**config.mk**
```make
export PLATFORM = sky130hd
export DESIGN_NAME = wprtd_front
export DESIGN_NICKNAME = d
export VERILOG_FILES = /design/src/wprtd_pkg.sv /design/src/wprtd_front.sv
export SDC_FILE = /design/constraint.sdc
export NUM_CORES = 2
export LEC_CHECK = 0
export BUFFER_PORTS_ARGS = -buffer_cell sky130_fd_sc_hd__buf_4
export CAP_MARGIN = 30
export CORE_ASPECT_RATIO = 1.4
export CORE_MARGIN = 8
export CORE_UTILIZATION = 60
export DETAILED_ROUTE_END_ITERATION = 10
export PLACE_DENSITY = 0.87
export SLEW_MARGIN = 15
export SYNTH_ARGS = -nofsm -noshare
export SYNTH_HDL_FRONTEND = slang
export SYNTH_SLANG_ARGS = --single-unit
```
**constraint.sdc**
```tcl
create_clock -name clk -period 24 [get_ports clk]
set_input_delay 3.6 -clock clk [delete_from_list [all_inputs] [get_ports clk]]
set_output_delay 3.6 -clock clk [all_outputs]
set_load 0.02 [all_outputs]
```
**src/wprtd_pkg.sv**
```systemverilog
package wprtd_pkg;

  localparam int MAX_WAYPOINTS_DEF = 16;

  // vectoring cordic: inputs scaled by 2^30, angle in 2^-24 turn
  localparam int CORDIC_STEPS = 22;
  localparam int CORDIC_W     = 50;
  localparam int SCALE_SHIFT  = 30;
  localparam int DIFF_W       = 17;
  localparam int ANG_W        = 24;

  localparam logic [ANG_W-1:0] HALF_TURN_Z = 24'h800000;
  localparam logic [ANG_W-1:0] ROUND_HALF  = 24'd128;

  localparam logic [ANG_W-1:0] ARC_TAB [CORDIC_STEPS] = '{
    24'd2097152, 24'd1238021, 24'd654136, 24'd332050, 24'd166669, 24'd83416,
    24'd41718,   24'd20860,   24'd10430,  24'd5215,   24'd2608,   24'd1304,
    24'd652,     24'd326,     24'd163,    24'd81,     24'd41,     24'd20,
    24'd10,      24'd5,       24'd3,      24'd1
  };

  localparam int CFG_IDX_W  = 3;
  localparam int CFG_DATA_W = 16;

  typedef enum logic [CFG_IDX_W-1:0] {
    CFG_FORWARD_SPEED  = 3'd0,
    CFG_TURN_RATE      = 3'd1,
    CFG_REACH_RADIUS   = 3'd2,
    CFG_HEADING_TOL    = 3'd3,
    CFG_WAYPOINT_COUNT = 3'd4
  } cfg_idx_t;

  localparam logic [15:0] FORWARD_SPEED_RST  = 16'd768;
  localparam logic [14:0] TURN_RATE_RST      = 15'd4096;
  localparam logic [14:0] REACH_RADIUS_RST   = 15'd128;
  localparam logic [29:0] REACH_SQ_RST       = 30'd16384;
  localparam logic [14:0] HEADING_TOL_RST    = 15'd2048;
  localparam logic [4:0]  WAYPOINT_COUNT_RST = 5'd5;

  typedef struct packed {
    logic               cmd;
    logic signed [15:0] pos_x;
    logic signed [15:0] pos_y;
    logic [15:0]        heading;
    logic [3:0]         wp_slot;
    logic signed [15:0] wp_x;
    logic signed [15:0] wp_y;
  } in_t;

  typedef struct packed {
    logic signed [15:0] angular_cmd;
    logic [15:0]        linear_cmd;
    logic               target_reached;
    logic [3:0]         next_target;
  } out_t;

  typedef struct packed {
    logic signed [CORDIC_W-1:0] x;
    logic signed [CORDIC_W-1:0] y;
    logic [ANG_W-1:0]           z;
  } vec_t;

  typedef struct packed {
    logic        zero_vec;
    logic [15:0] heading;
    logic        reached;
    logic [3:0]  next_target;
  } meta_t;

  typedef struct packed {
    logic [15:0] forward_speed;
    logic [14:0] turn_rate;
    logic [14:0] heading_tolerance;
  } drive_cfg_t;

  // default route, Q8.8 metres
  function automatic logic signed [15:0] route_x(input int i);
    logic signed [15:0] v;
    case (i)
      0:       v = 16'sd2048;
      1:       v = -16'sd1280;
      2:       v = -16'sd2304;
      3:       v = 16'sd1536;
      4:       v = 16'sd2816;
      default: v = '0;
    endcase
    return v;
  endfunction

  function automatic logic signed [15:0] route_y(input int i);
    logic signed [15:0] v;
    case (i)
      0:       v = 16'sd1792;
      1:       v = 16'sd2048;
      2:       v = -16'sd1024;
      3:       v = -16'sd2304;
      4:       v = -16'sd256;
      default: v = '0;
    endcase
    return v;
  endfunction

endpackage

```
**src/wprtd_front.sv**
```systemverilog
module wprtd_front #(
  parameter int MAX_WAYPOINTS = wprtd_pkg::MAX_WAYPOINTS_DEF
) (
  input  logic              clk,
  input  logic              rst,
  input  logic              pose_take,
  input  logic              write_take,
  input  wprtd_pkg::in_t    item,
  input  logic [4:0]        waypoint_count,
  input  logic [29:0]       reach_sq,
  output wprtd_pkg::vec_t   vec,
  output wprtd_pkg::meta_t  meta
);
  import wprtd_pkg::*;

  localparam int IW  = $clog2(MAX_WAYPOINTS);
  localparam int CW  = $clog2(MAX_WAYPOINTS + 1);
  localparam int PAD = CORDIC_W - DIFF_W - SCALE_SHIFT;

  logic signed [15:0] tab_x [MAX_WAYPOINTS];
  logic signed [15:0] tab_y [MAX_WAYPOINTS];
  logic [IW-1:0]      target_index;

  logic [CW-1:0]      count_eff;
  logic [CW-1:0]      idx_inc;
  logic [IW-1:0]      idx_cur;
  logic [IW-1:0]      idx_adv;
  logic [IW-1:0]      target_index_next;
  logic signed [15:0] wx;
  logic signed [15:0] wy;
  logic signed [DIFF_W-1:0] dx;
  logic signed [DIFF_W-1:0] dy;
  logic signed [DIFF_W-1:0] dx_r;
  logic signed [DIFF_W-1:0] dy_r;
  logic signed [33:0] sq_x;
  logic signed [33:0] sq_y;
  logic [34:0]        dist_sq;
  logic               reached;
  logic               flip;
  logic               slot_ok;
  logic [IW-1:0]      slot_idx;

  always_comb begin
    // route length clamped into 1..MAX_WAYPOINTS
    if (waypoint_count == '0) begin
      count_eff = CW'(1);
    end else if (32'(waypoint_count) > 32'(MAX_WAYPOINTS)) begin
      count_eff = CW'(MAX_WAYPOINTS);
    end else begin
      count_eff = CW'(waypoint_count);
    end

    // stale index falls back to the first waypoint
    idx_cur = (CW'(target_index) >= count_eff) ? '0 : target_index;
    idx_inc = CW'(idx_cur) + CW'(1);
    idx_adv = (idx_inc >= count_eff) ? '0 : IW'(idx_inc);

    wx = tab_x[idx_cur];
    wy = tab_y[idx_cur];
    dx = {wx[15], wx} - {item.pos_x[15], item.pos_x};
    dy = {wy[15], wy} - {item.pos_y[15], item.pos_y};

    sq_x    = 34'(dx) * 34'(dx);
    sq_y    = 34'(dy) * 34'(dy);
    dist_sq = {1'b0, sq_x} + {1'b0, sq_y};
    reached = dist_sq < {5'b0, reach_sq};

    target_index_next = reached ? idx_adv : idx_cur;

    // left half-plane: pre-rotate by a half turn
    flip = dx[DIFF_W-1];
    dx_r = flip ? -dx : dx;
    dy_r = flip ? -dy : dy;

    vec.x = {{PAD{dx_r[DIFF_W-1]}}, dx_r, {SCALE_SHIFT{1'b0}}};
    vec.y = {{PAD{dy_r[DIFF_W-1]}}, dy_r, {SCALE_SHIFT{1'b0}}};
    vec.z = flip ? HALF_TURN_Z : '0;

    meta.zero_vec    = (dx == '0) && (dy == '0);
    meta.heading     = item.heading;
    meta.reached     = reached;
    meta.next_target = 4'(target_index_next);

    slot_ok  = 32'(item.wp_slot) < 32'(MAX_WAYPOINTS);
    slot_idx = IW'(item.wp_slot);
  end

  always_ff @(posedge clk) begin
    if (rst) begin
      for (int i = 0; i < MAX_WAYPOINTS; i++) begin
        tab_x[i] <= route_x(i);
        tab_y[i] <= route_y(i);
      end
      target_index <= '0;
    end else begin
      if (write_take && slot_ok) begin
        tab_x[slot_idx] <= item.wp_x;
        tab_y[slot_idx] <= item.wp_y;
      end
      if (pose_take) begin
        target_index <= target_index_next;
      end
    end
  end

endmodule

```
After elaboration in Yosys (flattened, before gate mapping)
Memories as Yosys holds them, arrays and structs flattened.
Cells that the tools add are included.
Cells by class
  add/subtract/negate cells: 6
  $mul: 2
  $lt $le $gt $ge: 4
  mux-type cells: 28
  reduce and logical (&&, ||, !) cells: 6
Operators with widths (count)
  16-bit 2-to-1 mux: 11
  17-bit by 17-bit multiplier with 34-bit output: 2
  34-bit by 34-bit adder with 35-bit output: 1
  35-bit by 30-bit less-than comparator with 1-bit output: 1
  17-bit zero test: 2
  17-bit 2-to-1 mux: 2
  17-bit negator: 2
  16-bit by 16-bit subtractor with 17-bit output: 2
  16-bit OR reduction: 2
  24-bit 2-to-1 mux: 1
  4-bit 2-to-1 mux: 5
  5-bit 2-to-1 mux: 2
  1-bit 2-to-1 mux: 7
  4-bit by 1-bit adder with 5-bit output (second input constant): 1
  4-bit by 5-bit greater-or-equal comparator with 1-bit output: 1
  5-bit greater-or-equal comparator: 1
  5-bit > comparator (second input constant): 1
  5-bit zero test: 1
  1-bit logical AND: 1
Storage, ports and cells
  register bits after elaboration: 4
  memory bits (writable): 512
  input port bits: 124
  output and inout bits: 146
  logic and storage cells: 49
  memories kept: 2
Memory list
  tab_x: words 16, width 16, read ports 1, clocked after Yosys merged registers in 0, write ports 16, RTL line wprtd_front.sv:20  | logic signed [15:0] tab_x [MAX_WAYPOINTS];
  tab_y: words 16, width 16, read ports 1, clocked after Yosys merged registers in 0, write ports 16, RTL line wprtd_front.sv:21  | logic signed [15:0] tab_y [MAX_WAYPOINTS];

Longest topological paths before layout
An unclocked memory read counts as a cell.
  word-level depth: 11
  depth in mapped cells: 69
  mapped depth without buffers: 63

Worst setup path before layout
Ideal clock, no wire load.
  path kind: in2out
  from: input port waypoint_count[1]
  to: output port meta[1] (netlist name)
  data arrival time: 17.002 ns
  required time: 20.400 ns
  slack: 3.398 ns
  cell stages on the path: 65
  path buffers: 5
  path through: nor3_1 > nor2_1 > nor2_1 > ha_1 > nand2b_1 > a21o_1 > a21o_1 > a21oi_1 > o21ai_0 > inv_1 > clkbuf_1 > clkbuf_1 > nand2_1 > a311oi_1 > a211oi_1 > a21o_1 > ha_1 > fa_1 > [29 not listed] > ha_1 > clkbuf_1 > a21oi_1 > o221a_1 > o31ai_1 > a31o_1 > a21oi_1 > o221ai_1 > a21oi_1 > xnor2_1 > ha_1 > a211oi_1 > o221ai_1 > a31o_2 > or4_4 > nand2b_4 > buf_6 > o31ai_1
RTL lines
  start, declared: RTL line wprtd_front.sv:9  | input logic [4:0] waypoint_count,
  end, declared: RTL line wprtd_front.sv:12  | output wprtd_pkg::meta_t meta

==> impl_metrics.env <==
export IMPL_grt_pass1_wl_um=209000
export IMPL_slowest_stage="xnor2_1"
export IMPL_coreArea_mm2=0.0815
export IMPL_clk_path_buf_depth=3
export IMPL_critPathCaptureType="output pin"
export IMPL_yosys_warnings=0
export IMPL_hold_viol=0
export IMPL_seq_area_frac_synth_pct=31.4
export IMPL_cts_sinks=516
export IMPL_start_util_pct=60.5
export IMPL_first_pass_iters=6
export IMPL_critPathKind="in -> out"
export IMPL_post_cts_setup_buffers=0
export IMPL_clkTransAtPathRegs_ns=0.07
export IMPL_cp_required_ns=20.40
export IMPL_min_period_over_period_pct=97.7
export IMPL_rsz0062_at_grt="false"
export IMPL_ioPinCount=270
export IMPL_max_cap_violations=0
export IMPL_synth_area_mm2=0.0492
export IMPL_insertion_delay_ns=0.56
export IMPL_fin_util_pct=64.7
export IMPL_antenna_left=0
export IMPL_ys_types=84
export IMPL_grt_max_degree=78
export IMPL_place_port_buffers=153
export IMPL_hold_buffers=0
export IMPL_worstHoldPathType="reg -> reg"
export IMPL_critPathMaxStageDelay_ns=0.82
export IMPL_async_reset_ff_share_pct=0
export IMPL_fin_crit_ns=23.45
export IMPL_status="complete, no violations"
export IMPL_synth_avg_cell_area_um2=9.95
export IMPL_drt_iter0_drc=3919
export IMPL_cts_max_level=2
export IMPL_syn_inst=4950
export IMPL_wirelength_um=135000
export IMPL_finalSetupTns_ns=0
export IMPL_synth_edf_count=512
export IMPL_vias=36631
export IMPL_area_growth_pct=7.07
export IMPL_die_y_um=355
export IMPL_setup_viol=0
export IMPL_synth_seq_cells=516
export IMPL_root_buffer="clkbuf_16"
export IMPL_nNetsFinal=5907
export IMPL_skew_ns=0.0151
export IMPL_cts_tree="done"
export IMPL_globalplace_congestion=0.969
export IMPL_gr_total_overflow=0
export IMPL_hold_slack_ns=0.577
export IMPL_yosys_most_used_dff="edfxtp_1"
export IMPL_cts_resized_gates=0
export IMPL_path_max_fanout=41
export IMPL_hpwl_um=97000
export IMPL_routedWlPerCell_um=22.3
export IMPL_crit_path_frequent_cell="fa_1"
export IMPL_die_x_um=258
export IMPL_numCtsBuffers=43
export IMPL_finalMaxSlewViolations=0
export IMPL_num_rows=124
export IMPL_timing_fmax_mhz=42.6
export IMPL_max_slew_margin_pct=30.7
export IMPL_viasPerCell=6.03
export IMPL_antenna_found_initial=11
export IMPL_drcViolationCount=0
export IMPL_drive_above_1_share_pct=8.05
export IMPL_arrival_ns=19.85
export IMPL_dieArea_mm2=0.0916
export IMPL_worst_pin_slew_ns=1.03
export IMPL_grtUsageTotal_pct=29.1
export IMPL_startpoint_type="input port"
export IMPL_grt_pass1_vias=39177
## registers in the layout, indices dropped and copies added (netlist names)
signal	cells
tab_x	256
tab_y	256
target_index	4
## cells by family after synthesis
logic type	share of synthesized area (%)
AO/OA/AOI/OAI	9.04
adder cells (fa/ha/maj)	29.2
other	0.00762
AND/OR/NAND/NOR	16.0
multiplexers	1.73
XOR/XNOR	2.77
flip-flops	31.4
buffers and inverters	9.86
## synth_stat cells, drive strengths merged, types with 9 or more instances
cell type / instances / share of area, %
nand2: 415 / 3.2
o21bai: 9 / 0.14
a211oi: 136 / 2.1
o21ai: 74 / 0.76
fa: 545 / 22
a311oi: 62 / 1.1
a21o: 59 / 0.90
a31o: 9 / 0.16
a21oi: 136 / 1.4
nand2b: 52 / 0.68
nor3: 34 / 0.35
clkbuf: 228 / 1.7
a31oi: 78 / 0.99
xnor2: 120 / 2.1
and2: 507 / 6.4
nor2: 251 / 1.9
or2: 26 / 0.33
ha: 276 / 7.0
nor2b: 68 / 0.86
inv: 818 / 6.2
xor2: 36 / 0.64
edfxtp: 512 / 31
nand3: 106 / 1.1
o21a: 15 / 0.23
nand4: 11 / 0.14
mux2i: 65 / 1.3
and3: 15 / 0.19
or3: 41 / 0.53
buf: 132 / 1.8
## worst max-delay path, delay by kind of cell
kind / cells / cell delay (ns)
simple gates: 14 / 3.17
fa+ha+maj: 11 / 4.65
xor+xnor: 3 / 1.08
compound gates: 21 / 5.52
buf+inv: 10 / 1.79
## stage by stage
stage	setup slack [ns]	instances	area, µm²
2_1_floorplan	3.40	5032	49600
3_3_place_gp	1.27	5972	51000
3_5_place_dp	1.08	5987	51300
4_1_cts	1.02	6066	52700
5_1_grt	0.0585	6070	52700
6_report	0.547	6073	52700
## path summary, 6_finish.rpt
check | from | endpoint | slack (ns) | cells after the start
worst max register to register | target_index[0] | target_index[1] | 7.39 | 56
worst max-delay path | waypoint_count[1] | meta[1] | 0.55 | 59
worst min-delay path | target_index[3] | target_index[3] | 0.58 | 2
worst min register to register | target_index[3] | target_index[3] | 0.58 | 2
## placed cells by master, fill, tap and decap left out, drive strengths merged, types with 120 or more instances in the layout
cell type	n
a21oi	136
ha	276
inv	823
buf	245
a211oi	136
fa	545
xnor2	120
nor2	251
edfxtp	512
and2	507
nand2	415
## final cells by class
type	instances	area (µm²)
multi-input cells	3333	29300
inverters	823	3090
fillers	5954	28700
repair buffers	245	2090
clock inverters	29	294
clock buffers	50	1120
well taps	1071	1340
flip-flops and latches	516	15500
diodes	6	15.0
## metal layers
metal / global-route usage (%) / up-vias / part of all wire, %
li1: - / 15969 / -
met1: 32.5 / 17879 / 33
met2: 50.9 / 2177 / 50
met3: 5.07 / 596 / 10
met4: 18.7 / 10 / 7.1
met5: 0 / - / 0.045
Power is left out: the tool's default activity adds up to more than one toggle a clock period on the data nets, which glitch-free logic cannot reach.
