<file path="config.mk">
export PLATFORM = sky130hd
export DESIGN_NAME = wprtd_decide
export DESIGN_NICKNAME = d
export VERILOG_FILES = /design/src/wprtd_pkg.sv /design/src/wprtd_decide.sv
export SDC_FILE = /design/constraint.sdc
export NUM_CORES = 1
export LEC_CHECK = 0
export BUFFER_PORTS_ARGS = -buffer_cell sky130_fd_sc_hd__buf_2
export CAP_MARGIN = 20
export CORE_MARGIN = 3
export CORE_UTILIZATION = 35
export DETAILED_ROUTE_END_ITERATION = 10
export PLACE_DENSITY_LB_ADDON = 0.15
export SLEW_MARGIN = 20
export SYNTH_ARGS = -nofsm -noshare
export SYNTH_HDL_FRONTEND = slang
export SYNTH_SLANG_ARGS = --single-unit
</file>
<file path="constraint.sdc">
create_clock -name vclk -period 5
set_input_delay 0.25 -clock vclk [all_inputs]
set_output_delay 0.25 -clock vclk [all_outputs]
set_load 0.05 [all_outputs]
</file>
<file path="src/wprtd_pkg.sv">
package wprtd_pkg;

  localparam int MAX_WAYPOINTS_DEF = 16;

  // vectoring cordic: inputs scaled by 2^30, angle in 2^-24 turn
  localparam int CORDIC_STEPS = 22;
  localparam int CORDIC_W     = 50;
  localparam int SCALE_SHIFT  = 30;
  localparam int DIFF_W       = 17;
  localparam int ANG_W        = 24;

  localparam logic [ANG_W-1:0] HALF_TURN_Z = 24'h800000;
  localparam logic [ANG_W-1:0] ROUND_HALF  = 24'd128;

  localparam logic [ANG_W-1:0] ARC_TAB [CORDIC_STEPS] = '{
    24'd2097152, 24'd1238021, 24'd654136, 24'd332050, 24'd166669, 24'd83416,
    24'd41718,   24'd20860,   24'd10430,  24'd5215,   24'd2608,   24'd1304,
    24'd652,     24'd326,     24'd163,    24'd81,     24'd41,     24'd20,
    24'd10,      24'd5,       24'd3,      24'd1
  };

  localparam int CFG_IDX_W  = 3;
  localparam int CFG_DATA_W = 16;

  typedef enum logic [CFG_IDX_W-1:0] {
    CFG_FORWARD_SPEED  = 3'd0,
    CFG_TURN_RATE      = 3'd1,
    CFG_REACH_RADIUS   = 3'd2,
    CFG_HEADING_TOL    = 3'd3,
    CFG_WAYPOINT_COUNT = 3'd4
  } cfg_idx_t;

  localparam logic [15:0] FORWARD_SPEED_RST  = 16'd768;
  localparam logic [14:0] TURN_RATE_RST      = 15'd4096;
  localparam logic [14:0] REACH_RADIUS_RST   = 15'd128;
  localparam logic [29:0] REACH_SQ_RST       = 30'd16384;
  localparam logic [14:0] HEADING_TOL_RST    = 15'd2048;
  localparam logic [4:0]  WAYPOINT_COUNT_RST = 5'd5;

  typedef struct packed {
    logic               cmd;
    logic signed [15:0] pos_x;
    logic signed [15:0] pos_y;
    logic [15:0]        heading;
    logic [3:0]         wp_slot;
    logic signed [15:0] wp_x;
    logic signed [15:0] wp_y;
  } in_t;

  typedef struct packed {
    logic signed [15:0] angular_cmd;
    logic [15:0]        linear_cmd;
    logic               target_reached;
    logic [3:0]         next_target;
  } out_t;

  typedef struct packed {
    logic signed [CORDIC_W-1:0] x;
    logic signed [CORDIC_W-1:0] y;
    logic [ANG_W-1:0]           z;
  } vec_t;

  typedef struct packed {
    logic        zero_vec;
    logic [15:0] heading;
    logic        reached;
    logic [3:0]  next_target;
  } meta_t;

  typedef struct packed {
    logic [15:0] forward_speed;
    logic [14:0] turn_rate;
    logic [14:0] heading_tolerance;
  } drive_cfg_t;

  // default route, Q8.8 metres
  function automatic logic signed [15:0] route_x(input int i);
    logic signed [15:0] v;
    case (i)
      0:       v = 16'sd2048;
      1:       v = -16'sd1280;
      2:       v = -16'sd2304;
      3:       v = 16'sd1536;
      4:       v = 16'sd2816;
      default: v = '0;
    endcase
    return v;
  endfunction

  function automatic logic signed [15:0] route_y(input int i);
    logic signed [15:0] v;
    case (i)
      0:       v = 16'sd1792;
      1:       v = 16'sd2048;
      2:       v = -16'sd1024;
      3:       v = -16'sd2304;
      4:       v = -16'sd256;
      default: v = '0;
    endcase
    return v;
  endfunction

endpackage

</file>
<file path="src/wprtd_decide.sv">
module wprtd_decide (
  input  wprtd_pkg::vec_t       v,
  input  wprtd_pkg::meta_t      m,
  input  wprtd_pkg::drive_cfg_t cfg,
  output wprtd_pkg::out_t       res
);
  import wprtd_pkg::*;

  logic [ANG_W-1:0] z_rnd;
  logic [15:0]      bearing;
  logic [15:0]      err;
  logic [15:0]      mag;
  logic [15:0]      rate;

  always_comb begin
    z_rnd   = v.z + ROUND_HALF;
    bearing = m.zero_vec ? '0 : z_rnd[ANG_W-1:ANG_W-16];
    // wraps to [-half turn, half turn)
    err     = bearing - m.heading;
    mag     = err[15] ? (~err + 16'd1) : err;
    rate    = {1'b0, cfg.turn_rate};

    if (mag > {1'b0, cfg.heading_tolerance}) begin
      res.angular_cmd = err[15] ? -rate : rate;
      res.linear_cmd  = '0;
    end else begin
      res.angular_cmd = '0;
      res.linear_cmd  = cfg.forward_speed;
    end
    res.target_reached = m.reached;
    res.next_target    = m.next_target;
  end

endmodule

</file>
### Word-level counts from Yosys, hierarchy flattened

Cells that the tools add are included.

| cells by class | value |
|---|---|
| bitwise logic cells | 1 |
| multiplexer cells | 4 |
| add/sub/neg operators | 4 |
| magnitude comparators | 1 |

Operators by type and width:

| kind | number |
|---|---|
| 16-bit 2-to-1 mux | 3 |
| 32-bit 2-to-1 mux | 1 |
| 24-bit by 8-bit adder with 24-bit output (second input constant) | 1 |
| 16-bit by 1-bit adder with 16-bit output (second input constant) | 1 |
| 16-bit by 15-bit > comparator with 1-bit output | 1 |
| 15-bit negator with 16-bit output | 1 |
| 16-bit inverter | 1 |
| 16-bit subtractor | 1 |

| storage, ports and cells | value |
|---|---|
| bits of input ports | 192 |
| logic and storage cells | 10 |
| bits in registers | 0 |
| output and inout bits | 37 |

### Longest topological paths before layout

Gate-level depths: netlist (run 1).

| depth | value |
|---|---|
| word-level depth | 8 |
| depth in mapped cells | 27 |
| mapped depth without buffers | 23 |

### Least setup slack after synthesis (run 1)

OpenSTA, ideal clock, no wires.

| timing | value |
|---|---|
| kind | input port to output port |
| start point | in v[7] (netlist name) |
| end point | out res[22] (netlist name) |
| buffers on the path | 3 |
| cell stages on the path | 25 |
| slack | -507 ps |
| data required time | 4750 ps |
| arrival time | 5257 ps |
| path through | nand3_1 -> nor2_1 -> nand4_1 -> xor2_1 -> nor2_1 -> ha_1 -> clkbuf_1 -> a21o_1 -> a31o_1 -> a221oi_1 -> a21oi_1 -> or3_1 -> clkbuf_1 -> and2_1 -> clkbuf_1 -> nand2_1 -> o21ai_0 -> ha_1 -> nor2b_1 -> o21a_1 -> o21a_1 -> o21ai_0 -> a21oi_1 -> o32ai_1 -> o32ai_1 |

RTL lines:

| item | line | RTL |
|---|---|---|
| start: declaration | wprtd_decide.sv:2 | `input wprtd_pkg::vec_t v,` |
| end: declaration | wprtd_decide.sv:5 | `output wprtd_pkg::out_t res` |

==> impl_results.md, run 1 <==
* Final net count at 790
* Adder-cell area share of the yosys netlist at 0.180
* Antenna-violating nets left at 0
* Critical path class: in -> out
* Largest family of logic cells by synthesized area: simple AND/OR/NAND/NOR gates
* Worst path max stage delay at 390 ps
* Fraction of layout cells with a size suffix above 1 at 0.528
* WHS at 500 ps
* WP data required at 4750 ps
* Die height at 88.9 um
* Placed Instance Area at 3700 um2
* GRT overflow at 0
* Hold_buf cts at 0
* Yosys warnings at 0
* Layout area overhead at 90.9%
* Placer congestion estimate at 0.798
* Synth Area in Compound Gates at 0.201
* Largest cells by area after synthesis: ha_1 17%, xor2_1 11%, nor2_1 6.7%
* HPWL after detailed placement at 6180 um
* Port buffer count at 112
* CP Launch Type: input pin
* I/O pin count at 229
* Max Clock Freq at 197 MHz
* Synth Area in Simple Gates at 0.327
* CP max FO at 7
* Status: finished with violations
* Die area at 7900 um2
* Hold WC Path Type: in -> out
* Worst hold endpoint: res[2]
* Antenna Cells at 0
* Failing checks: setup timing
* Iteration-0 DRC count of the detailed router at 49
* Fin crit period at 5080 ps
* Final Util at 0.706
* Synth unique cells at 50
* Vias/cell at 5.07
* Share of the synthesized area in the top cell type at 0.172
* Pre-CTS setup slack at -349 ps
* Crit. End Element: output pin
* Max_slew headroom at 0.675
* Synth Cell Area at 2400 um2
* Hold Crit Start: m[2]
* FILL cells at 503
* Pin count of the biggest net entering global routing at 14
* GRT Overall Usage at 0.192
* Overall power at 1.35 mW
* DR vias at 3241
* Layout sequential cell count at 0
* Die W at 88.9 um
* Fin. Hold Viols at 0
* Drt drc at 0
* Power density over cell area at 293 nW/um2
* Largest area contributor in the netlist: ha_1
* Leakage at 2.32 nW
* Initial Utilization at 0.370
* First-pass GRT wire length at 12800 um
* FP Rows at 29
* RSZ-0062 raised after global routing: true
* Crit-path most repeated cell: a21oi_2
* Worst EP arrival at 4830 ps
* Sequential area share after synthesis at 0
* Drt pass-1 iters at 4
* Final period util at 1.02
* Crit path launch: v[9]
* Avg WL per Cell at 13.0 um
* VDD IR max at 0.000137 V
* Max-cap violations at 0
* Vias in the first global route at 3121
* Mux cell area share after synthesis at 0.0167
* Syn_nets at 592
* Core ar. at 6490 um2
* Layout clock buffers at 0
* Reg area at 0 um2
* Worst setup margin at -82.1 ps
* Hold path cells at 0
* Slowest CP cell: or3_4
* Post-Synth XOR/XNOR Area at 0.175
* Fin area at 4590 um2
* Post-Synthesis Cells at 366
* Drt total wl at 8310 um
* Final Slew Violations at 0
* Syn Area/Cell at 6.57 um2
* Worst Max-Slew Pin Slew at 482 ps
* Initial antenna violation count at 0
* Final setup viols at 30
[cells by family (layout without fill, tap and decap cells)]
family | after synthesis | count (layout)
AO/OA/AOI/OAI | 72 | 72
XOR/XNOR | 48 | 48
adder cells (fa/ha/maj) | 34 | 34
buffers and inverters | 57 | 253
multiplexers | 4 | 4
AND/OR/NAND/NOR | 151 | 151
[cell usage in the layout, fill, tap and decap left out, drive strengths merged, types with 4 or more instances in the layout]
| master | synthesis | final |
|---|---|---|
| a21o | 8 | 8 |
| a21oi | 19 | 19 |
| a31oi | 4 | 4 |
| and2 | 17 | 17 |
| and3 | 8 | 8 |
| and4 | 4 | 4 |
| buf | 10 | 213 |
| ha | 33 | 33 |
| inv | 39 | 39 |
| mux2i | 4 | 4 |
| nand2 | 18 | 18 |
| nand3 | 18 | 18 |
| nand4 | 11 | 11 |
| nor2 | 43 | 43 |
| nor2b | 4 | 4 |
| nor3 | 9 | 9 |
| o21ai | 12 | 12 |
| o311ai | 4 | 4 |
| or3 | 10 | 10 |
| xnor2 | 17 | 17 |
| xor2 | 31 | 31 |
[power by group]
group	internal [mW]	total, mW	switching, mW
Clock	0	0	0
Combinational	0.640	1.35	0.705
Sequential	0	0	0
[Yosys cell counts, types with 2 or more instances]
cell type and n:
nor2_1 43, inv_1 39, ha_1 33, xor2_1 31
a21oi_1 19, nand2_1 18, nand3_1 18, and2_1 17
xnor2_1 17, nand4_1 11, o21ai_0 11, nor3_1 9
or3_1 9, a21o_1 8, and3_1 8, clkbuf_1 8
buf_2 5, buf_4 5, a31oi_1 4, and4_1 4
mux2i_1 4, nor2b_1 4, nand2b_1 3, o211ai_1 3
o21a_1 3, o21bai_1 3, o311ai_0 3, nand3b_1 2
o31ai_1 2, o32ai_1 2
[metal layers]
| metal | up-vias | global-route usage | part of all wire |
|---|---|---|---|
| met5 | - | 0 | 0 |
| met2 | 89 | 0.384 | 0.53 |
| met3 | 6 | 0.00931 | 0.053 |
| met1 | 1461 | 0.231 | 0.41 |
| met4 | 0 | 0.0179 | 0.0054 |
| li1 | 1685 | - | - |
[area by class of cell]
type / instances / area, um2 / area share
Timing Repair Buffer: 214 / 1740 / 0.379
Tap cell: 77 / 96.3 / 0.0210
Inverter: 39 / 146 / 0.0319
Multi-Input combinational cell: 309 / 2610 / 0.569
[worst max path at each step]
stage                          to
after global placement    res[10]
after CTS                 res[19]
after detailed placement  res[10]
after global routing      res[32]
after floorplan           res[15]
final                     res[33]
[worst max-delay path: cells and delay by family]
family / cells / cell delay, ps
AO/OA/AOI/OAI: 10 / 1740
XOR/XNOR: 2 / 290
adder cells (fa/ha/maj): 2 / 620
buffers and inverters: 7 / 870
AND/OR/NAND/NOR: 9 / 1000
[metrics by stage]
step                instances  TNS, ps
floorplan                 366        0
global placement          616    -7670
detailed placement        616    -9720
CTS                       632    -2060
global route              639   -10050
finish                    639    -1620
[what timing repair did]
| item | 4_1_cts | 5_1_grt |
|---|---|---|
| pin swaps | 37 | 43 |
| gates resized for setup | 110 | 70 |
| buffers inserted | 14 | 7 |
| endpoints found under the setup margin | 32 | 32 |
| cloned | 2 | 1 |
Power figures use the tool's default switching activity.
==> inputs of run 2 (changes only) <==
--- a/config.mk
+++ b/config.mk
@@ -7,9 +7,9 @@
 export LEC_CHECK = 0
 export BUFFER_PORTS_ARGS = -buffer_cell sky130_fd_sc_hd__buf_2
 export CAP_MARGIN = 20
-export CORE_MARGIN = 3
-export CORE_UTILIZATION = 35
+export CORE_AREA = 3 3 88 90
 export DETAILED_ROUTE_END_ITERATION = 10
+export DIE_AREA = 0 0 91 93
 export PLACE_DENSITY_LB_ADDON = 0.15
 export SLEW_MARGIN = 20
 export SYNTH_ARGS = -nofsm -noshare
==> constraint.sdc (replaced) <==
create_clock -name vclk -period 4.72
set_input_delay 0.236 -clock vclk [all_inputs]
set_output_delay 0.236 -clock vclk [all_outputs]
set_load 0.05 [all_outputs]
==> impl_results.md, run 2 (synthesis results as in run 1) <==
* Power density over cell area at 317 nW/um2 (+8.0%)
* Antenna Cells at 0 (unchanged)
* Final net count at 797 (+0.89%)
* Crit. End Element: output pin
* WHS at 472 ps (-28.0 ps)
* Fin crit period at 5080 ps
* RSZ-0062 raised after global routing: true
* Port buffer count at 112 (unchanged)
* Met3 routed WL at 378 um (-14%)
* Vias/cell at 4.83 (-4.8%)
* Drt pass-1 iters at 4 (unchanged)
* Layout sequential cell count at 0 (unchanged)
* Initial antenna violation count at 0 (unchanged)
* Fin area at 4590 um2 (+0.11%)
* Worst Max-Slew Pin Slew at 428 ps (-53.4 ps)
* Drt total wl at 8360 um (+0.54%)
* DRT met1 WL at 3460 um (+1.6%)
* FP Rows at 31 (+6.9%)
* I/O pin count at 229 (unchanged)
* Iteration-0 DRC count of the detailed router at 61 (+24%)
* DR vias at 3224 (-0.52%)
* Final Slew Violations at 0 (unchanged)
* Pin count of the biggest net entering global routing at 17 (+3)
* GRT Overall Usage at 0.179 (-0.0134)
* Placer congestion estimate at 0.832 (+4.3%)
* Most frequent cells in the layout: 99 x buf_4, 78 x buf_2, 38 x inv_1
* Die area at 8460 um2 (+7.2%)
* HPWL after detailed placement at 6490 um (+4.9%)
* Layout clock buffers at 0 (unchanged)
* Final period util at 1.08
* Overall power at 1.45 mW (+8.1%)
* GRT overflow at 0 (unchanged)
* Metal2 WL at 4520 um (+2.2%)
* Die W at 91 um (+2.4%)
* Core ar. at 7140 um2 (+9.9%)
* Max Clock Freq at 197 MHz
* Avg WL per Cell at 12.5 um (-3.8%)
* Critical path class: in -> out
* CP max FO at 6 (-1)
* Placed Instance Area at 3950 um2 (+6.7%)
* Status: finished with violations
* Drt drc at 0 (unchanged)
* Pre-CTS setup slack at -468 ps (-119 ps)
* Die height at 93 um (+4.6%)
* Worst EP arrival at 4840 ps (about the same)
* Initial Utilization at 0.337 (-0.0333)
* Layout area overhead at 91.1%
* Worst path max stage delay at 350 ps (-40 ps)
* Worst setup margin at -360 ps (-278 ps)
* Antenna-violating nets left at 0 (unchanged)
* Most common cell after layout, fill and taps aside: buf_4
* First-pass GRT wire length at 13400 um (+4.2%)
* Max-cap violations at 0 (unchanged)
* Fin. Hold Viols at 0 (unchanged)
* Slowest CP cell: o41ai_2
* VDD IR max at 0.000146 V (+6.4%)
* Hold WC Path Type: in -> out
* Vias in the first global route at 3159 (+1.2%)
* Hold_buf cts at 0 (unchanged)
* Failing checks: setup timing
* CP Launch Type: input pin
* Final Util at 0.644 (-0.0628)
* Fraction of layout cells with a size suffix above 1 at 0.517 (-0.0118)
* Leakage at 2.31 nW (-0.21%)
* Highest routed metal layer: met3
* Max_slew headroom at 0.714 (+0.0387)
* Reg area at 0 um2 (unchanged)
* WP data required at 4480 ps (-270 ps)
* Final setup viols at 32 (+6.7%)
run 2: cell type report:
class / count / area (um2)
multi-input cells: 309 / 2580
well taps: 99 / 124
fillers: 623 / 2540
inverters: 39 / 146
repair buffers: 221 / 1750
run 2: final timing paths:
kind	start	end	slack, ps	depth (start not counted)
worst max-delay path	v[11]	res[7]	-360	28
worst min-delay path	m[2]	res[2]	470	0
run 2: power by group:
part / leakage, nW / switching [mW] / internal (mW)
clock: 0 / 0 / 0
combinational: 2.31 / 0.764 / 0.690
sequential: 0 / 0 / 0
total: 2.31 / 0.764 / 0.690
run 2: repair_timing:
action / CTS / global route
gates cloned: 2 / 0
pin swaps: 4 / 40
buffers inserted: 6 / 7
gates resized for setup: 99 / 34
endpoints found under the setup margin: 32 / 32
run 2: layer usage:
metal	vias to the layer above	GRT usage
met4	0	0.00126
met2	88	0.369
li1	1689	-
met1	1447	0.211
met3	0	0.0137
met5	-	0
run 2: through the flow:
stage,setup TNS (ps),std cells
final,-9710,668
after global routing,-17610,668
after CTS,-9630,662
after detailed placement,-13860,654
after global placement,-10970,654
after floorplan,-4010,366
run 2: critical path: cells and delay by family:
kind / cells / cell delay (ps)
AO/OA/AOI/OAI: 6 / 1310
multiplexers: 1 / 260
XOR/XNOR: 2 / 280
adder cells (fa/ha/maj): 2 / 620
AND/OR/NAND/NOR: 10 / 1240
buffers and inverters: 7 / 880
==> inputs of run 3 (changes only) <==
--- a/config.mk
+++ b/config.mk
@@ -11,6 +11,7 @@
 export DETAILED_ROUTE_END_ITERATION = 10
 export DIE_AREA = 0 0 91 93
 export PLACE_DENSITY_LB_ADDON = 0.15
+export REMOVE_ABC_BUFFERS = 1
 export SLEW_MARGIN = 20
 export SYNTH_ARGS = -nofsm -noshare
 export SYNTH_HDL_FRONTEND = slang
==> impl_results.md, run 3 (synthesis results as in run 1) <==
* I/O pin count at 229 (unchanged)
* Worst path max stage delay at 400 ps (+50 ps)
* Sequential fraction of design power at 0 (unchanged)
* CP Launch Type: input pin
* Layout clock buffers at 0 (unchanged)
* Max-cap violations at 0 (unchanged)
* Vias in the first global route at 3270 (+3.5%)
* Max_slew headroom at 0.685 (-0.0287)
* Power Internal at 0.668 mW (-3.3%)
* Drt drc at 0 (unchanged)
* Slowest CP cell: or3_4
* Fin crit period at 5050 ps (-32.0 ps)
* Crit. End Element: output pin
* Drt total wl at 8580 um (+2.6%)
* Max Clock Freq at 198 MHz (+0.63%)
* Die W at 91 um (unchanged)
* Power density over cell area at 311 nW/um2 (-1.8%)
* Drt pass-1 iters at 5 (+1)
* Overall power at 1.43 mW (-1.9%)
* HPWL after detailed placement at 6590 um (+1.6%)
* Fraction of layout cells with a size suffix above 1 at 0.511 (-0.00610)
* Critical path class: in -> out
* Vias/cell at 4.86 (+0.67%)
* Initial antenna violation count at 0 (unchanged)
* Worst EP arrival at 4810 ps (-30 ps)
* Final setup viols at 32 (unchanged)
* Failing checks: setup timing
* Pin count of the biggest net entering global routing at 13 (-4)
* VDD IR max at 0.000117 V (-20%)
* Layout sequential cell count at 0 (unchanged)
* Net Sw Frac at 0.532 (+0.00652)
* Hold_buf cts at 0 (unchanged)
* Combinational group share of total power at 1.000 (about the same)
* WP data required at 4480 ps (about the same)
* WHS at 473 ps (+0.975 ps)
* Net Switching at 0.758 mW (-0.70%)
* Final net count at 794 (-0.38%)
* Final Slew Violations at 0 (unchanged)
* RSZ-0062 raised after global routing: true
* Hold WC Path Type: in -> out
* Antenna Cells at 0 (unchanged)
* Fin. Hold Viols at 0 (unchanged)
* Worst setup margin at -328 ps (+32.0 ps)
* Die area at 8460 um2 (unchanged)
* Final period util at 1.07 (-0.00678)
* Most common cell after layout, fill and taps aside: buf_4
* Avg WL per Cell at 12.9 um (+3.1%)
* GRT Overall Usage at 0.195 (+0.0164)
* Placed Instance Area at 3700 um2 (-6.3%)
* Core ar. at 7140 um2 (unchanged)
* First-pass GRT wire length at 14300 um (+6.8%)
* Layout area overhead at 90.8%
* Hold Crit Start: m[0]
* Placer congestion estimate at 0.842 (+1.2%)
* Antenna-violating nets left at 0 (unchanged)
* CP max FO at 5 (-1)
* Crit path launch: v[7]
* Iteration-0 DRC count of the detailed router at 74 (+21%)
* Die height at 93 um (unchanged)
* Worst Max-Slew Pin Slew at 471 ps (+42.9 ps)
* Most frequent cells in the layout: 97 x buf_4, 76 x buf_2, 37 x inv_1
* FP Rows at 31 (unchanged)
* Reg area at 0 um2 (unchanged)
* Leakage at 2.32 nW (+0.27%)
* Fin area at 4590 um2 (-0.16%)
* Port buffer count at 112 (unchanged)
* Initial Utilization at 0.337 (unchanged)
* DR vias at 3231 (+0.22%)
* GRT overflow at 0 (unchanged)
* Clk network pwr share at 0 (unchanged)
* Status: finished with violations
==> run 3: cell type report <==
type                       count  area (um2)
timing repair buffer         218        1730
inverter                      39         146
multi-input combinational    309        2590
tap                           99         124
fill                         638        2550
==> run 3: stage by stage <==
step	util	std cells	TNS, ps	worst slack [ps]
after detailed placement	0.518	651	-18690	-632
after global routing	0.643	665	-15510	-549
after global placement	0.518	651	-16160	-542
after CTS	0.624	661	-7380	-281
final	0.643	665	-8290	-328
after floorplan	-	348	-38360	-1270
==> run 3: worst paths after layout <==
kind | to | slack (ps) | cells past startpoint
worst max-delay path | res[13] | -330 | 26
worst min-delay path | res[0] | 470 | 0
==> run 3: timing repair <==
item	in CTS	in global routing
cloned	2	1
buffers inserted	8	5
gates resized for setup	175	25
setup endpoints to repair	32	32
pin swaps	37	31
==> run 3: worst max-delay path, delay by kind of cell <==
family | cells | cell delay (ps)
adders and majority gates | 3 | 770
xor gates and xnor gates | 3 | 420
buffers and inverters | 7 | 1010
AOI/OAI and AO/OA | 6 | 1220
and+or+nand+nor | 7 | 1140
==> run 3: layer usage <==
metal	GRT usage	vias up	wire [um]	share of wire
li1	-	1688	-	-
met1	0.220	1439	3390	0.40
met2	0.377	94	4350	0.51
met3	0.0539	10	745	0.087
met4	0.0201	0	91	0.011
met5	0	-	0	0
==> run 3: power groups by stage <==
stage	sequential (mW)	clock (mW)	combinational, mW
global placement	0	0	0.983
global route	0	0	1.52
detailed placement	0	0	0.995
finish	0	0	1.43
floorplan	0	0	0.662
CTS	0	0	1.37
