`config.mk`:
```
export PLATFORM = sky130hd
export DESIGN_NAME = wprtd_cordic_stage
export DESIGN_NICKNAME = d
export VERILOG_FILES = /design/src/wprtd_pkg.sv /design/src/wprtd_cordic_stage.sv
export SDC_FILE = /design/constraint.sdc
export NUM_CORES = 1
export LEC_CHECK = 0
export BUFFER_PORTS_ARGS = -buffer_cell sky130_fd_sc_hd__buf_2
export CAP_MARGIN = 25
export CELL_PAD_IN_SITES_DETAIL_PLACEMENT = 1
export CELL_PAD_IN_SITES_GLOBAL_PLACEMENT = 1
export CORE_AREA = 2 2 185 187
export DETAILED_ROUTE_END_ITERATION = 8
export DIE_AREA = 0 0 187 189
export PLACE_DENSITY = 0.87
export REMOVE_ABC_BUFFERS = 1
export SETUP_SLACK_MARGIN = 0.15
export SLEW_MARGIN = 20
export SYNTH_ARGS = -nofsm -noshare
export SYNTH_HDL_FRONTEND = slang
export SYNTH_SLANG_ARGS = --single-unit
```
`constraint.sdc`:
```
create_clock -name clk -period 3.9 [get_ports clk]
set_clock_uncertainty 0.2 [all_clocks]
set_input_delay 0.78 -clock clk [delete_from_list [all_inputs] [get_ports clk]]
set_output_delay 0.78 -clock clk [all_outputs]
set_load 0.01 [all_outputs]
```
`src/wprtd_pkg.sv`:
```
package wprtd_pkg;

  localparam int MAX_WAYPOINTS_DEF = 16;

  // vectoring cordic: inputs scaled by 2^30, angle in 2^-24 turn
  localparam int CORDIC_STEPS = 22;
  localparam int CORDIC_W     = 50;
  localparam int SCALE_SHIFT  = 30;
  localparam int DIFF_W       = 17;
  localparam int ANG_W        = 24;

  localparam logic [ANG_W-1:0] HALF_TURN_Z = 24'h800000;
  localparam logic [ANG_W-1:0] ROUND_HALF  = 24'd128;

  localparam logic [ANG_W-1:0] ARC_TAB [CORDIC_STEPS] = '{
    24'd2097152, 24'd1238021, 24'd654136, 24'd332050, 24'd166669, 24'd83416,
    24'd41718,   24'd20860,   24'd10430,  24'd5215,   24'd2608,   24'd1304,
    24'd652,     24'd326,     24'd163,    24'd81,     24'd41,     24'd20,
    24'd10,      24'd5,       24'd3,      24'd1
  };

  localparam int CFG_IDX_W  = 3;
  localparam int CFG_DATA_W = 16;

  typedef enum logic [CFG_IDX_W-1:0] {
    CFG_FORWARD_SPEED  = 3'd0,
    CFG_TURN_RATE      = 3'd1,
    CFG_REACH_RADIUS   = 3'd2,
    CFG_HEADING_TOL    = 3'd3,
    CFG_WAYPOINT_COUNT = 3'd4
  } cfg_idx_t;

  localparam logic [15:0] FORWARD_SPEED_RST  = 16'd768;
  localparam logic [14:0] TURN_RATE_RST      = 15'd4096;
  localparam logic [14:0] REACH_RADIUS_RST   = 15'd128;
  localparam logic [29:0] REACH_SQ_RST       = 30'd16384;
  localparam logic [14:0] HEADING_TOL_RST    = 15'd2048;
  localparam logic [4:0]  WAYPOINT_COUNT_RST = 5'd5;

  typedef struct packed {
    logic               cmd;
    logic signed [15:0] pos_x;
    logic signed [15:0] pos_y;
    logic [15:0]        heading;
    logic [3:0]         wp_slot;
    logic signed [15:0] wp_x;
    logic signed [15:0] wp_y;
  } in_t;

  typedef struct packed {
    logic signed [15:0] angular_cmd;
    logic [15:0]        linear_cmd;
    logic               target_reached;
    logic [3:0]         next_target;
  } out_t;

  typedef struct packed {
    logic signed [CORDIC_W-1:0] x;
    logic signed [CORDIC_W-1:0] y;
    logic [ANG_W-1:0]           z;
  } vec_t;

  typedef struct packed {
    logic        zero_vec;
    logic [15:0] heading;
    logic        reached;
    logic [3:0]  next_target;
  } meta_t;

  typedef struct packed {
    logic [15:0] forward_speed;
    logic [14:0] turn_rate;
    logic [14:0] heading_tolerance;
  } drive_cfg_t;

  // default route, Q8.8 metres
  function automatic logic signed [15:0] route_x(input int i);
    logic signed [15:0] v;
    case (i)
      0:       v = 16'sd2048;
      1:       v = -16'sd1280;
      2:       v = -16'sd2304;
      3:       v = 16'sd1536;
      4:       v = 16'sd2816;
      default: v = '0;
    endcase
    return v;
  endfunction

  function automatic logic signed [15:0] route_y(input int i);
    logic signed [15:0] v;
    case (i)
      0:       v = 16'sd1792;
      1:       v = 16'sd2048;
      2:       v = -16'sd1024;
      3:       v = -16'sd2304;
      4:       v = -16'sd256;
      default: v = '0;
    endcase
    return v;
  endfunction

endpackage

```
`src/wprtd_cordic_stage.sv`:
```
module wprtd_cordic_stage #(
  parameter int STEP = 0
) (
  input  logic              clk,
  input  logic              en,
  input  wprtd_pkg::vec_t   d,
  input  wprtd_pkg::meta_t  dm,
  output wprtd_pkg::vec_t   q,
  output wprtd_pkg::meta_t  qm
);
  import wprtd_pkg::*;

  logic signed [CORDIC_W-1:0] xi;
  logic signed [CORDIC_W-1:0] yi;
  logic signed [CORDIC_W-1:0] xs;
  logic signed [CORDIC_W-1:0] ys;
  vec_t                       nxt;

  always_comb begin
    xi = d.x;
    yi = d.y;
    // arithmetic shift rounds towards minus infinity
    xs = xi >>> STEP;
    ys = yi >>> STEP;
    if (!yi[CORDIC_W-1]) begin
      nxt.x = xi + ys;
      nxt.y = yi - xs;
      nxt.z = d.z + ARC_TAB[STEP];
    end else begin
      nxt.x = xi - ys;
      nxt.y = yi + xs;
      nxt.z = d.z - ARC_TAB[STEP];
    end
  end

  always_ff @(posedge clk) begin
    if (en) begin
      q  <= nxt;
      qm <= dm;
    end
  end

endmodule

```
* After elaboration in Yosys (flattened, before gate mapping)
Index checks and enable logic that the tools add are counted.
Word-level totals: bits in registers 146, input port bits 148, output and inout bits 146, word-level logic and storage cells 13
Cells by class: add/subtract/negate cells 5, multiplexer cells 1
Operators by type and width (count):
- $mux 124 | 1
- $sub 50x50->50 | 2
- $add 50x50->50 | 1
- $add 24x22->24 const B | 1
- $sub 24x22->24 const B | 1

* Depth between registers and ports, before layout
Gate-level depths: netlist of run 1.
word-level depth 2, mapped depth 14, gate-level depth less buffers 13

* Worst setup path after synthesis of run 1
No wires, ideal clock.
kind input port to flip-flop, from input port d[24] in the netlist's numbering, to register q[66] in the netlist's numbering (data pin), setup time 0.259 ns, arrival time 3.139 ns, data required time 3.441 ns, setup slack 0.302 ns, stages 11, path buffers 0, cell sequence ha_1 > fa_1 > nor2b_1 > o221ai_2 > a211oi_1 > o311ai_1 > and3_1 > o41ai_4 > a221o_1 > a22oi_1 > xnor2_1
RTL lines:
- start: declaration | RTL line wprtd_cordic_stage.sv:6 | input wprtd_pkg::vec_t d,
- end signal: assignment | RTL line wprtd_cordic_stage.sv:38 | q <= nxt;
- end: declaration | RTL line wprtd_cordic_stage.sv:8 | output wprtd_pkg::vec_t q,

==> results.md, run 1 <==
- Status: finished clean
- Routed vias: 15500
- Initial Utilization: 41.7%
- Delay of the slowest critical-path stage: 0.42 ns
- Clock power frac: 24.8%
- Main flop type after synthesis: edfxtp_1
- WP buf/inv: 3
- Vias in the first global route: 16100
- Ratio of final minimum period to clock period: 96.1%
- Post-DP HPWL: 48900 um
- Root Buffer: clkbuf_16
- Drt first pass iters: 6
- Critical path peak fanout: 3
- Synthesized cell area: 0.0139 mm2
- Initial antenna violation count: 1
- Req. time, crit path: 3.89 ns
- Clk slew on worst S/H paths: 0.07 ns
- First-pass GRT wire length: 94400 um
- Grt total ovfl: 0
- Chip height: 189 um
- Clock sink count: 145
- Area of the die: 0.0353 mm2
- Worst path top cell family by delay: compound AO/OA/AOI/OAI gates
- Post-synthesis sequential area ratio: 31.4%
- DRT iter0 DRCs: 1421
- Hold_buf cts: 0
- Pin count of the biggest net entering global routing: 70
- Net count, final: 2488
- Final setup TNS: 0 ns
- Sequential share of power: 31.8%
- Longest Clk Path Bufs: 2
- Count of cell types in the netlist: 80
- Site row count: 67
- Slew margin rel.: 45.6%
- Synth async-reset ratio: 0%
- Mean area per synthesized cell: 8.73 um2
- Worst hold path type: input pin to register
- Crit end category: register
- PD cells: 344 mW/mm2
- Final setup viols: 0
- Power Internal: 0.00402 W
- Area post-placement: 0.0181 mm2
- Startpoint Class: input pin
- Final weighted congestion in routability-driven placement: 0.961
- Share of cells above drive strength 1: 35.5%
- RSZ-0062 raised after global routing: yes
- CTS tree: built
- H-tree Lvls: 4
- CP max stage cell: nor4_2
- Post-DRT Antenna Nets: 0
- Cells after Synth: 1590
- WS Path Type: input pin to register
- Max Freq: 267 MHz
- Worst Path Arrival: 3.74 ns
- WL per Instance: 24.2 um
- # Max-Cap Violations: 0
- Fin. max-slew vios: 0
- Crit path time final: 3.75 ns
- Final WL: 63700 um
- Number of diodes: 0
- Combinational share of power: 43.4%
- EDFF count, synth: 145
- Die width: 187 um
- Psw: 0.00259 W
- Final hold viol count: 0
- Sw Ratio: 39.1%
- Lkg Pwr: 8.75 nW
- Area Overhead vs Synth: 38.4%
- Post-route design area: 0.0192 mm2
- DRC viols: 0
- Via/cell ratio: 5.90
- CTS buffer count: 17
- Synthesis-stage register bit count: 145
- Slew @ Worst Pin: 0.808 ns
- Crit-path cells: buf_2 > inv_1 > ha_1 > nor4_2 > nand2_1 > or3_1 > o32ai_2 > o31ai_4 > a211oi_1 > buf_4 > o21ai_0 > a21oi_1 > o31ai_1 > xor2_1
- GR Util All Layers: 34.3%
- IO Port Bufs: 293
- Io pins: 294
- Peak VDD IR: 339 uV
- Core footprint: 0.0333 mm2
- Synth Warn #: 0
-- synth_stat cells (7+ instances only) --
cell type	n	share of area, %
mux2i_1	23	1.7
o21ai_0	98	3.5
xor2_1	7	0.44
o21a_1	23	1.2
a21o_1	27	1.5
ha_1	163	15
a31oi_1	8	0.36
nand4_1	20	0.90
o211ai_1	20	1.1
buf_2	21	0.76
o31ai_1	26	1.4
and2_1	9	0.41
a221oi_1	7	0.44
nand2b_1	15	0.68
inv_1	155	4.2
nor2b_1	17	0.77
nand2_1	78	2.1
nor2_1	117	3.2
a211oi_1	18	0.97
nor3_1	31	1.1
nand3_1	33	1.2
edfxtp_1	145	31
o21bai_1	43	2.3
a21oi_1	191	6.9
xnor2_1	90	5.7
nor4_1	26	1.2
clkbuf_1	30	0.81
buf_1	16	0.43
-- final timing paths --
kind | start | endpoint | cells after the start
max | d[40] | q[73] | 14
min | d[2] | q[2] | 1
-- power by group through the flow --
stage	combinational, W	clock, W	sequential, W
after floorplan	0.00117	0	0.00223
after global placement	0.00256	0	0.00212
after detailed placement	0.00264	0	0.00213
after CTS	0.00269	0.00165	0.00211
after global routing	0.00302	0.00171	0.00212
final	0.00286	0.00164	0.00210
-- stage by stage --
| step | total power, W | util (%) | setup slack (ns) | hold WS [ns] | instances |
|---|---|---|---|---|---|
| 3_3_place_gp | 0.00468 | 54.5 | -0.476 | 0.756 | 2592 |
| 4_1_cts | 0.00645 | 56.4 | 0.126 | 0.286 | 2625 |
| 5_1_grt | 0.00684 | 57.7 | 0.0408 | 0.300 | 2634 |
| 2_1_floorplan | 0.00340 | - | 0.126 | 0.679 | 1519 |
| 6_report | 0.00661 | 57.7 | 0.152 | 0.298 | 2634 |
| 3_5_place_dp | 0.00477 | 54.5 | -0.488 | 0.758 | 2592 |
-- state kept, by name (all words and copies together) (netlist names) --
name and flops:
q 123, qm 22
-- layout by cell type (no fill, tap or decap), types with 16 or more instances in the layout --
cell type,n
ha_1,155
inv_1,152
edfxtp_1,145
mux2i_1,23
buf_2,290
nor3_1,28
xnor2_1,90
nor4_1,17
o31ai_1,22
o21ai_0,88
a21oi_1,183
nor2_1,117
o21bai_1,42
nand2_1,78
nor2b_1,16
a21o_1,27
clkbuf_16,17
nand4_1,20
buf_4,341
o211ai_1,20
o21a_1,22
nand3_1,32
-- layout make-up --
class	count	area (um2)
Timing Repair Buffer	635	4070
Inverter	164	618
Multi-Input combinational cell	1210	9060
Clock buffer	17	425
Sequential cell	145	4350
Fill cell	4011	14100
Tap cell	448	561
Clock inverter	15	125
-- kinds of logic (layout without fill, tap and decap cells) --
logic type,after synthesis,count (layout),share of synthesized area [%]
xor+xnor,97,97,6.12
mux,23,23,1.66
simple gates,377,377,13.2
compound gates,546,546,25.7
fa+ha+maj,167,167,15.3
buf+inv,235,831,6.68
flops,145,145,31.4
-- repair_timing --
item,in CTS,in global routing
setup endpoints to repair,25,44
pin swaps,4,31
gates resized for setup,22,78
setup buffers,1,9
-- layer usage --
layer,vias to the layer above,part of all wire [%],GRT usage [%]
met5,-,0,0
met2,840,48,58.9
met4,0,4.1,12.5
li1,6898,-,-
met1,7608,41,43.9
met3,185,6.9,4.99
Note: power is estimated with default switching activity, not from simulation.
==> run 2: changes to the inputs <==
--- a/config.mk
+++ b/config.mk
@@ -13,6 +13,7 @@
 export DETAILED_ROUTE_END_ITERATION = 8
 export DIE_AREA = 0 0 187 189
 export PLACE_DENSITY = 0.87
+export RECOVER_POWER = 100
 export REMOVE_ABC_BUFFERS = 1
 export SETUP_SLACK_MARGIN = 0.15
 export SLEW_MARGIN = 20
==> results.md, run 2 (synthesis results as in run 1) <==
- Initial antenna violation count: 1 (unchanged)
- Fin. max-slew vios: 44 (was 0)
- PD cells: 344 mW/mm2 (about the same)
- Crit end category: register (unchanged)
- Slew margin rel.: -68.2% (was 45.6%)
- Initial Utilization: 41.7% (unchanged)
- Final weighted congestion in routability-driven placement: 0.961 (unchanged)
- FF+latch area: 0.00435 mm2 (unchanged)
- Final WL: 63700 um (about the same)
- Placed cell count: 2592 (unchanged)
- Io pins: 294 (unchanged)
- Lkg Pwr: 8.33 nW (was 8.75 nW)
- Status: complete, but fails checks (was finished clean)
- Via/cell ratio: 5.89 (was 5.90)
- Peak VDD IR: 338 uV (was 339 uV)
- Delay of the slowest critical-path stage: 0.43 ns (was 0.42 ns)
- Final setup viols: 0 (unchanged)
- # Max-Cap Violations: 1 (was 0)
- Commonest non-fill, non-tap cell in the layout: buf_4 (unchanged)
- Area Overhead vs Synth: 36.9% (was 38.4%)
- Vias in the first global route: 16100 (unchanged)
- Die width: 187 um (unchanged)
- Crit path time final: 3.76 ns (was 3.75 ns)
- Longest Clk Path Bufs: 2 (unchanged)
- Startpoint Class: input pin (unchanged)
- Post-DRT Antenna Nets: 0 (unchanged)
- DRT iter0 DRCs: 1312 (was 1421)
- Chip height: 189 um (unchanged)
- WS Path Type: input pin to register (unchanged)
- Post-DP HPWL: 48900 um (unchanged)
- Failing checks: capacitance limit, slew limit
- CTS tree: built (unchanged)
- Drt first pass iters: 5 (was 6)
- Site row count: 67 (unchanged)
- H-tree Lvls: 4 (unchanged)
- Finished Layout Cells: 2634 (unchanged)
- Reg with most FFs: q (unchanged)
- Worst Path Arrival: 3.76 ns (was 3.74 ns)
- CP max stage cell: nor4_2 (unchanged)
- Area of the multi-input gates: 0.00905 mm2 (was 0.00906 mm2)
- Routed vias: 15500 (about the same)
- Root Buffer: clkbuf_16 (unchanged)
- Net count, final: 2488 (unchanged)
- Crit-path cells: buf_2 > inv_1 > ha_1 > nor4_2 > nand2_1 > or3_1 > o32ai_2 > o31ai_4 > a211oi_1 > buf_4 > o21ai_0 > a21oi_1 > o31ai_1 > xnor2_1 (was buf_2 > inv_1 > ha_1 > nor4_2 > nand2_1 > or3_1 > o32ai_2 > o31ai_4 > a211oi_1 > buf_4 > o21ai_0 > a21oi_1 > o31ai_1 > xor2_1)
- CTS buffer count: 17 (unchanged)
- Fillers: 4115 (was 4011)
- Core footprint: 0.0333 mm2 (unchanged)
- Pin count of the biggest net entering global routing: 70 (unchanged)
- Area of the die: 0.0353 mm2 (unchanged)
- GR Util All Layers: 34.3% (unchanged)
- Slew @ Worst Pin: 2.52 ns (was 0.808 ns)
- WL per Instance: 24.2 um (about the same)
- Req. time, crit path: 3.89 ns (about the same)
- Clk slew on worst S/H paths: 0.08 ns (was 0.07 ns)
- Final hold viol count: 0 (unchanged)
- Min Hold Slack: 0.294 ns (was 0.298 ns)
- Post-route design area: 0.0190 mm2 (was 0.0192 mm2)
- Grt total ovfl: 0 (unchanged)
- Critical path peak fanout: 3 (unchanged)
- Worst hold path type: input pin to register (unchanged)
- DRC viols: 0 (unchanged)
- Share of cells above drive strength 1: 28.5% (was 35.5%)
- Max reg flops: 123 (unchanged)
- Number of diodes: 0 (unchanged)
- RSZ-0062 raised after global routing: yes (unchanged)
- Area post-placement: 0.0181 mm2 (unchanged)
- Clock sink count: 145 (unchanged)
- First-pass GRT wire length: 94400 um (unchanged)
- Commonest cells after routing, fill and taps aside: buf_4, a21oi_1, ha_1 (was buf_4, buf_2, a21oi_1)
- Ratio of final minimum period to clock period: 96.5% (was 96.1%)
- IO Port Bufs: 293 (unchanged)
- Max Freq: 266 MHz (was 267 MHz)
- Regs by FF count: q x123, qm x22 (unchanged)
run 2: cell count changes in the layout (fill, tap and decap cells not counted), sizes merged:
cell	change
clkbuf	+151
clkdlybuf4s25	+1
buf	-152
run 2: final cells by class:
cell class	instances	share of cell area [%]
clock inverter	15	0.658
tap	448	2.95
inverter	164	3.25
clock buffer	17	2.24
multi-input combinational	1210	47.6
sequential	145	22.9
timing repair buffer	635	20.4
run 2: routing by layer:
| layer | global-route usage (%) | vias up | wire (um) |
|---|---|---|---|
| met5 | 0 | - | 0 |
| li1 | - | 6912 | - |
| met3 | 4.99 | 183 | 4780 |
| met4 | 12.5 | 0 | 2610 |
| met2 | 58.9 | 852 | 30300 |
| met1 | 43.9 | 7580 | 26000 |
run 2: path summary, 6_finish.rpt:
path / from / to / slack [ns] / cells past startpoint
worst max-delay path: d[40] / q[123] / 0.14 / 14
worst min-delay path: d[2] / q[2] / 0.29 / 1
run 2: report_power, final:
| group | switching, W | internal (W) | leakage (nW) |
|---|---|---|---|
| Combinational | 0.00169 | 0.00111 | 6.66 |
| Sequential | 0.0000940 | 0.00202 | 1.42 |
| Clock | 0.000799 | 0.000832 | 0.260 |
run 2: worst max-delay path: cells and delay by family:
kind                       cells  cell delay, ns
and+or+nand+nor                3            1.06
xor gates and xnor gates       1            0.17
adders and majority gates      1            0.33
buffers and inverters          3            0.34
AOI/OAI and AO/OA              6            1.07
run 2: what timing repair did:
item / 4_1_cts / 5_1_grt
pin swaps: 4 / 31
buffers inserted: 1 / 9
setup endpoints to repair: 25 / 44
resized for setup: 22 / 78
hold buffers: 0 / 0
run 2: through the flow:
stage	util (%)	setup TNS (ns)	setup slack (ns)	power (W)
finish	57.1	0	0.135	0.00654
global route	57.1	-0.00682	-0.00682	0.00679
CTS	56.4	0	0.126	0.00645
detailed placement	54.5	-14.36	-0.488	0.00477
global placement	54.5	-10.02	-0.476	0.00468
floorplan	-	0	0.126	0.00340
==> run 3: changes to the inputs <==
--- a/config.mk
+++ b/config.mk
@@ -5,7 +5,7 @@
 export SDC_FILE = /design/constraint.sdc
 export NUM_CORES = 1
 export LEC_CHECK = 0
-export BUFFER_PORTS_ARGS = -buffer_cell sky130_fd_sc_hd__buf_2
+export BUFFER_PORTS_ARGS = -buffer_cell sky130_fd_sc_hd__buf_4
 export CAP_MARGIN = 25
 export CELL_PAD_IN_SITES_DETAIL_PLACEMENT = 1
 export CELL_PAD_IN_SITES_GLOBAL_PLACEMENT = 1
==> results.md, run 3 (synthesis results as in run 1) <==
- Status: complete, but fails checks (unchanged)
- Failing checks: capacitance limit, slew limit (unchanged)
- Lkg Pwr: 8.39 nW (was 8.33 nW)
- Met3 usage: 5.51% (was 4.99%)
- WL per Instance: 25.3 um (was 24.2 um)
- Chip height: 189 um (unchanged)
- Req. time, crit path: 3.91 ns (was 3.89 ns)
- Io pins: 294 (unchanged)
- Delay of the slowest critical-path stage: 0.36 ns (was 0.43 ns)
- Max reg flops: 123 (unchanged)
- Area Overhead vs Synth: 38.6% (was 36.9%)
- Crit end category: register (unchanged)
- CTS buffer count: 17 (unchanged)
- Worst path top cell family by delay: compound AO/OA/AOI/OAI gates (unchanged)
- Initial Utilization: 41.7% (unchanged)
- Final weighted congestion in routability-driven placement: 0.966 (was 0.961)
- Number of diodes: 0 (unchanged)
- Clock power frac: 26.4% (was 24.9%)
- Die width: 187 um (unchanged)
- Most used cell, CP: buf_4
- RSZ-0062 raised after global routing: yes (unchanged)
- PD cells: 349 mW/mm2 (was 344 mW/mm2)
- Sw Ratio: 38.2% (was 39.4%)
- Initial antenna violation count: 0 (was 1)
- # Max-Cap Violations: 1 (unchanged)
- Worst Path Arrival: 3.85 ns (was 3.76 ns)
- Final hold viol count: 0 (unchanged)
- Crit path time final: 3.84 ns (was 3.76 ns)
- WS Path Type: input pin to register (unchanged)
- CTS tree: built (unchanged)
- Net count, final: 2480 (was 2488)
- Share of cells above drive strength 1: 27.0% (was 28.5%)
- Final setup TNS: 0 ns (unchanged)
- Crit-path cells: buf_4 > inv_1 > ha_1 > nor2b_1 > o211ai_1 > a211oi_2 > buf_4 > nor3_1 > o21ai_0 > clkbuf_4 > buf_4 > a21bo_2 > nand3_1 > a211oi_2 > o41ai_2 > xnor2_1 (was buf_2 > inv_1 > ha_1 > nor4_2 > nand2_1 > or3_1 > o32ai_2 > o31ai_4 > a211oi_1 > buf_4 > o21ai_0 > a21oi_1 > o31ai_1 > xnor2_1)
- Vias in the first global route: 16400 (was 16100)
- DRC viols: 0 (unchanged)
- Slew @ Worst Pin: 2.32 ns (was 2.52 ns)
- Area of the die: 0.0353 mm2 (unchanged)
- Core footprint: 0.0333 mm2 (unchanged)
- IO Port Bufs: 293 (unchanged)
- Reg with most FFs: q (unchanged)
- Sequential share of power: 31.6% (was 32.3%)
- Combinational share of power: 42.0% (was 42.8%)
- Longest Clk Path Bufs: 2 (unchanged)
- Busiest layer in global routing: met2 (unchanged)
- Peak VDD IR: 351 uV (was 338 uV)
- Commonest non-fill, non-tap cell in the layout: buf_4 (unchanged)
- Final WL: 66500 um (was 63700 um)
- CP max stage cell: ha_1 (was nor4_2)
- Startpoint Class: input pin (unchanged)
- Routed vias: 15800 (was 15500)
- Worst hold path type: input pin to register (unchanged)
- Fin. max-slew vios: 32 (was 44)
- Power Internal: 0.00416 W (was 0.00396 W)
- H-tree Lvls: 4 (unchanged)
- Hold_buf cts: 0 (unchanged)
- Drt first pass iters: 7 (was 5)
- Ratio of final minimum period to clock period: 98.5% (was 96.5%)
- Site row count: 67 (unchanged)
- Root Buffer: clkbuf_16 (unchanged)
- Finished Layout Cells: 2626 (was 2634)
- GR Util All Layers: 36.5% (was 34.3%)
- Via/cell ratio: 6.00 (was 5.89)
- Placed cell count: 2589 (was 2592)
- Clk slew on worst S/H paths: 0.07 ns (was 0.08 ns)
- Met1 usage: 45.8% (was 43.9%)
- GR Util met2: 62.5% (was 58.9%)
- Regs by FF count: q x123, qm x22 (unchanged)
- Total power: 0.00673 W (was 0.00654 W)
- Max Freq: 260 MHz (was 266 MHz)
- Grt total ovfl: 0 (unchanged)
- Final setup viols: 0 (unchanged)
- Commonest cells after routing, fill and taps aside: buf_4, a21oi_1, clkbuf_1 (was buf_4, a21oi_1, ha_1)
- Post-DP HPWL: 51200 um (was 48900 um)
- Psw: 0.00257 W (was 0.00258 W)
- Slew margin rel.: -54.4% (was -68.2%)
- WP buf/inv: 5 (was 3)
- Critical path peak fanout: 3 (unchanged)
- Clock sink count: 145 (unchanged)
- Post-DRT Antenna Nets: 0 (unchanged)
- DRT iter0 DRCs: 1516 (was 1312)
- Pin count of the biggest net entering global routing: 77 (was 70)
- First-pass GRT wire length: 99400 um (was 94400 um)
run 3: cell count changes in the layout (fill, tap and decap cells not counted), sizes merged:
cell           before  now
buf               483  418
clkbuf            168  228
inv               168  164
bufinv              0    3
clkinvlp            4    2
clkdlybuf4s25       1    0
clkinv              7    8
run 3: power groups by stage:
stage | registers [W] | logic, W | clock network [W]
floorplan | 0.00223 | 0.00117 | 0
global placement | 0.00213 | 0.00270 | 0
detailed placement | 0.00215 | 0.00280 | 0
CTS | 0.00213 | 0.00286 | 0.00179
global route | 0.00214 | 0.00299 | 0.00184
finish | 0.00212 | 0.00283 | 0.00178
run 3: stage by stage:
step,utilization [%],cell area (um2),setup slack [ns],hold WS [ns]
after floorplan,-,13600,0.126,0.679
after global placement,56.6,18800,-0.378,0.758
after detailed placement,56.6,18800,-0.618,0.759
after CTS,58.6,19500,0.137,0.278
after global routing,57.8,19300,-0.0561,0.302
final,57.8,19300,0.0595,0.309
run 3: what timing repair did:
| action | CTS | global route |
|---|---|---|
| gates resized for setup | 18 | 74 |
| setup buffers | 0 | 5 |
| pin swaps | 0 | 32 |
| endpoints found under the setup margin | 18 | 44 |
| gates cloned | 0 | 0 |
run 3: path summary, 6_finish.rpt:
kind	to	startpoint	slack, ns	cells after the start
worst max-delay path	q[61]	d[25]	0.06	16
worst min-delay path	qm[16]	dm[16]	0.31	1
run 3: per-layer routing:
metal | part of all wire [%] | up-vias
met5 | 0 | -
met4 | 4.8 | 0
met3 | 7.5 | 206
met2 | 48 | 892
met1 | 40 | 7768
li1 | - | 6889
run 3: area by class of cell:
class,count,area [um2]
repair buffers,627,4140
well taps,448,561
clock inverters,13,160
flip-flops and latches,145,4350
multi-input cells,1210,8990
inverters,164,616
clock buffers,19,433
fillers,4081,14000
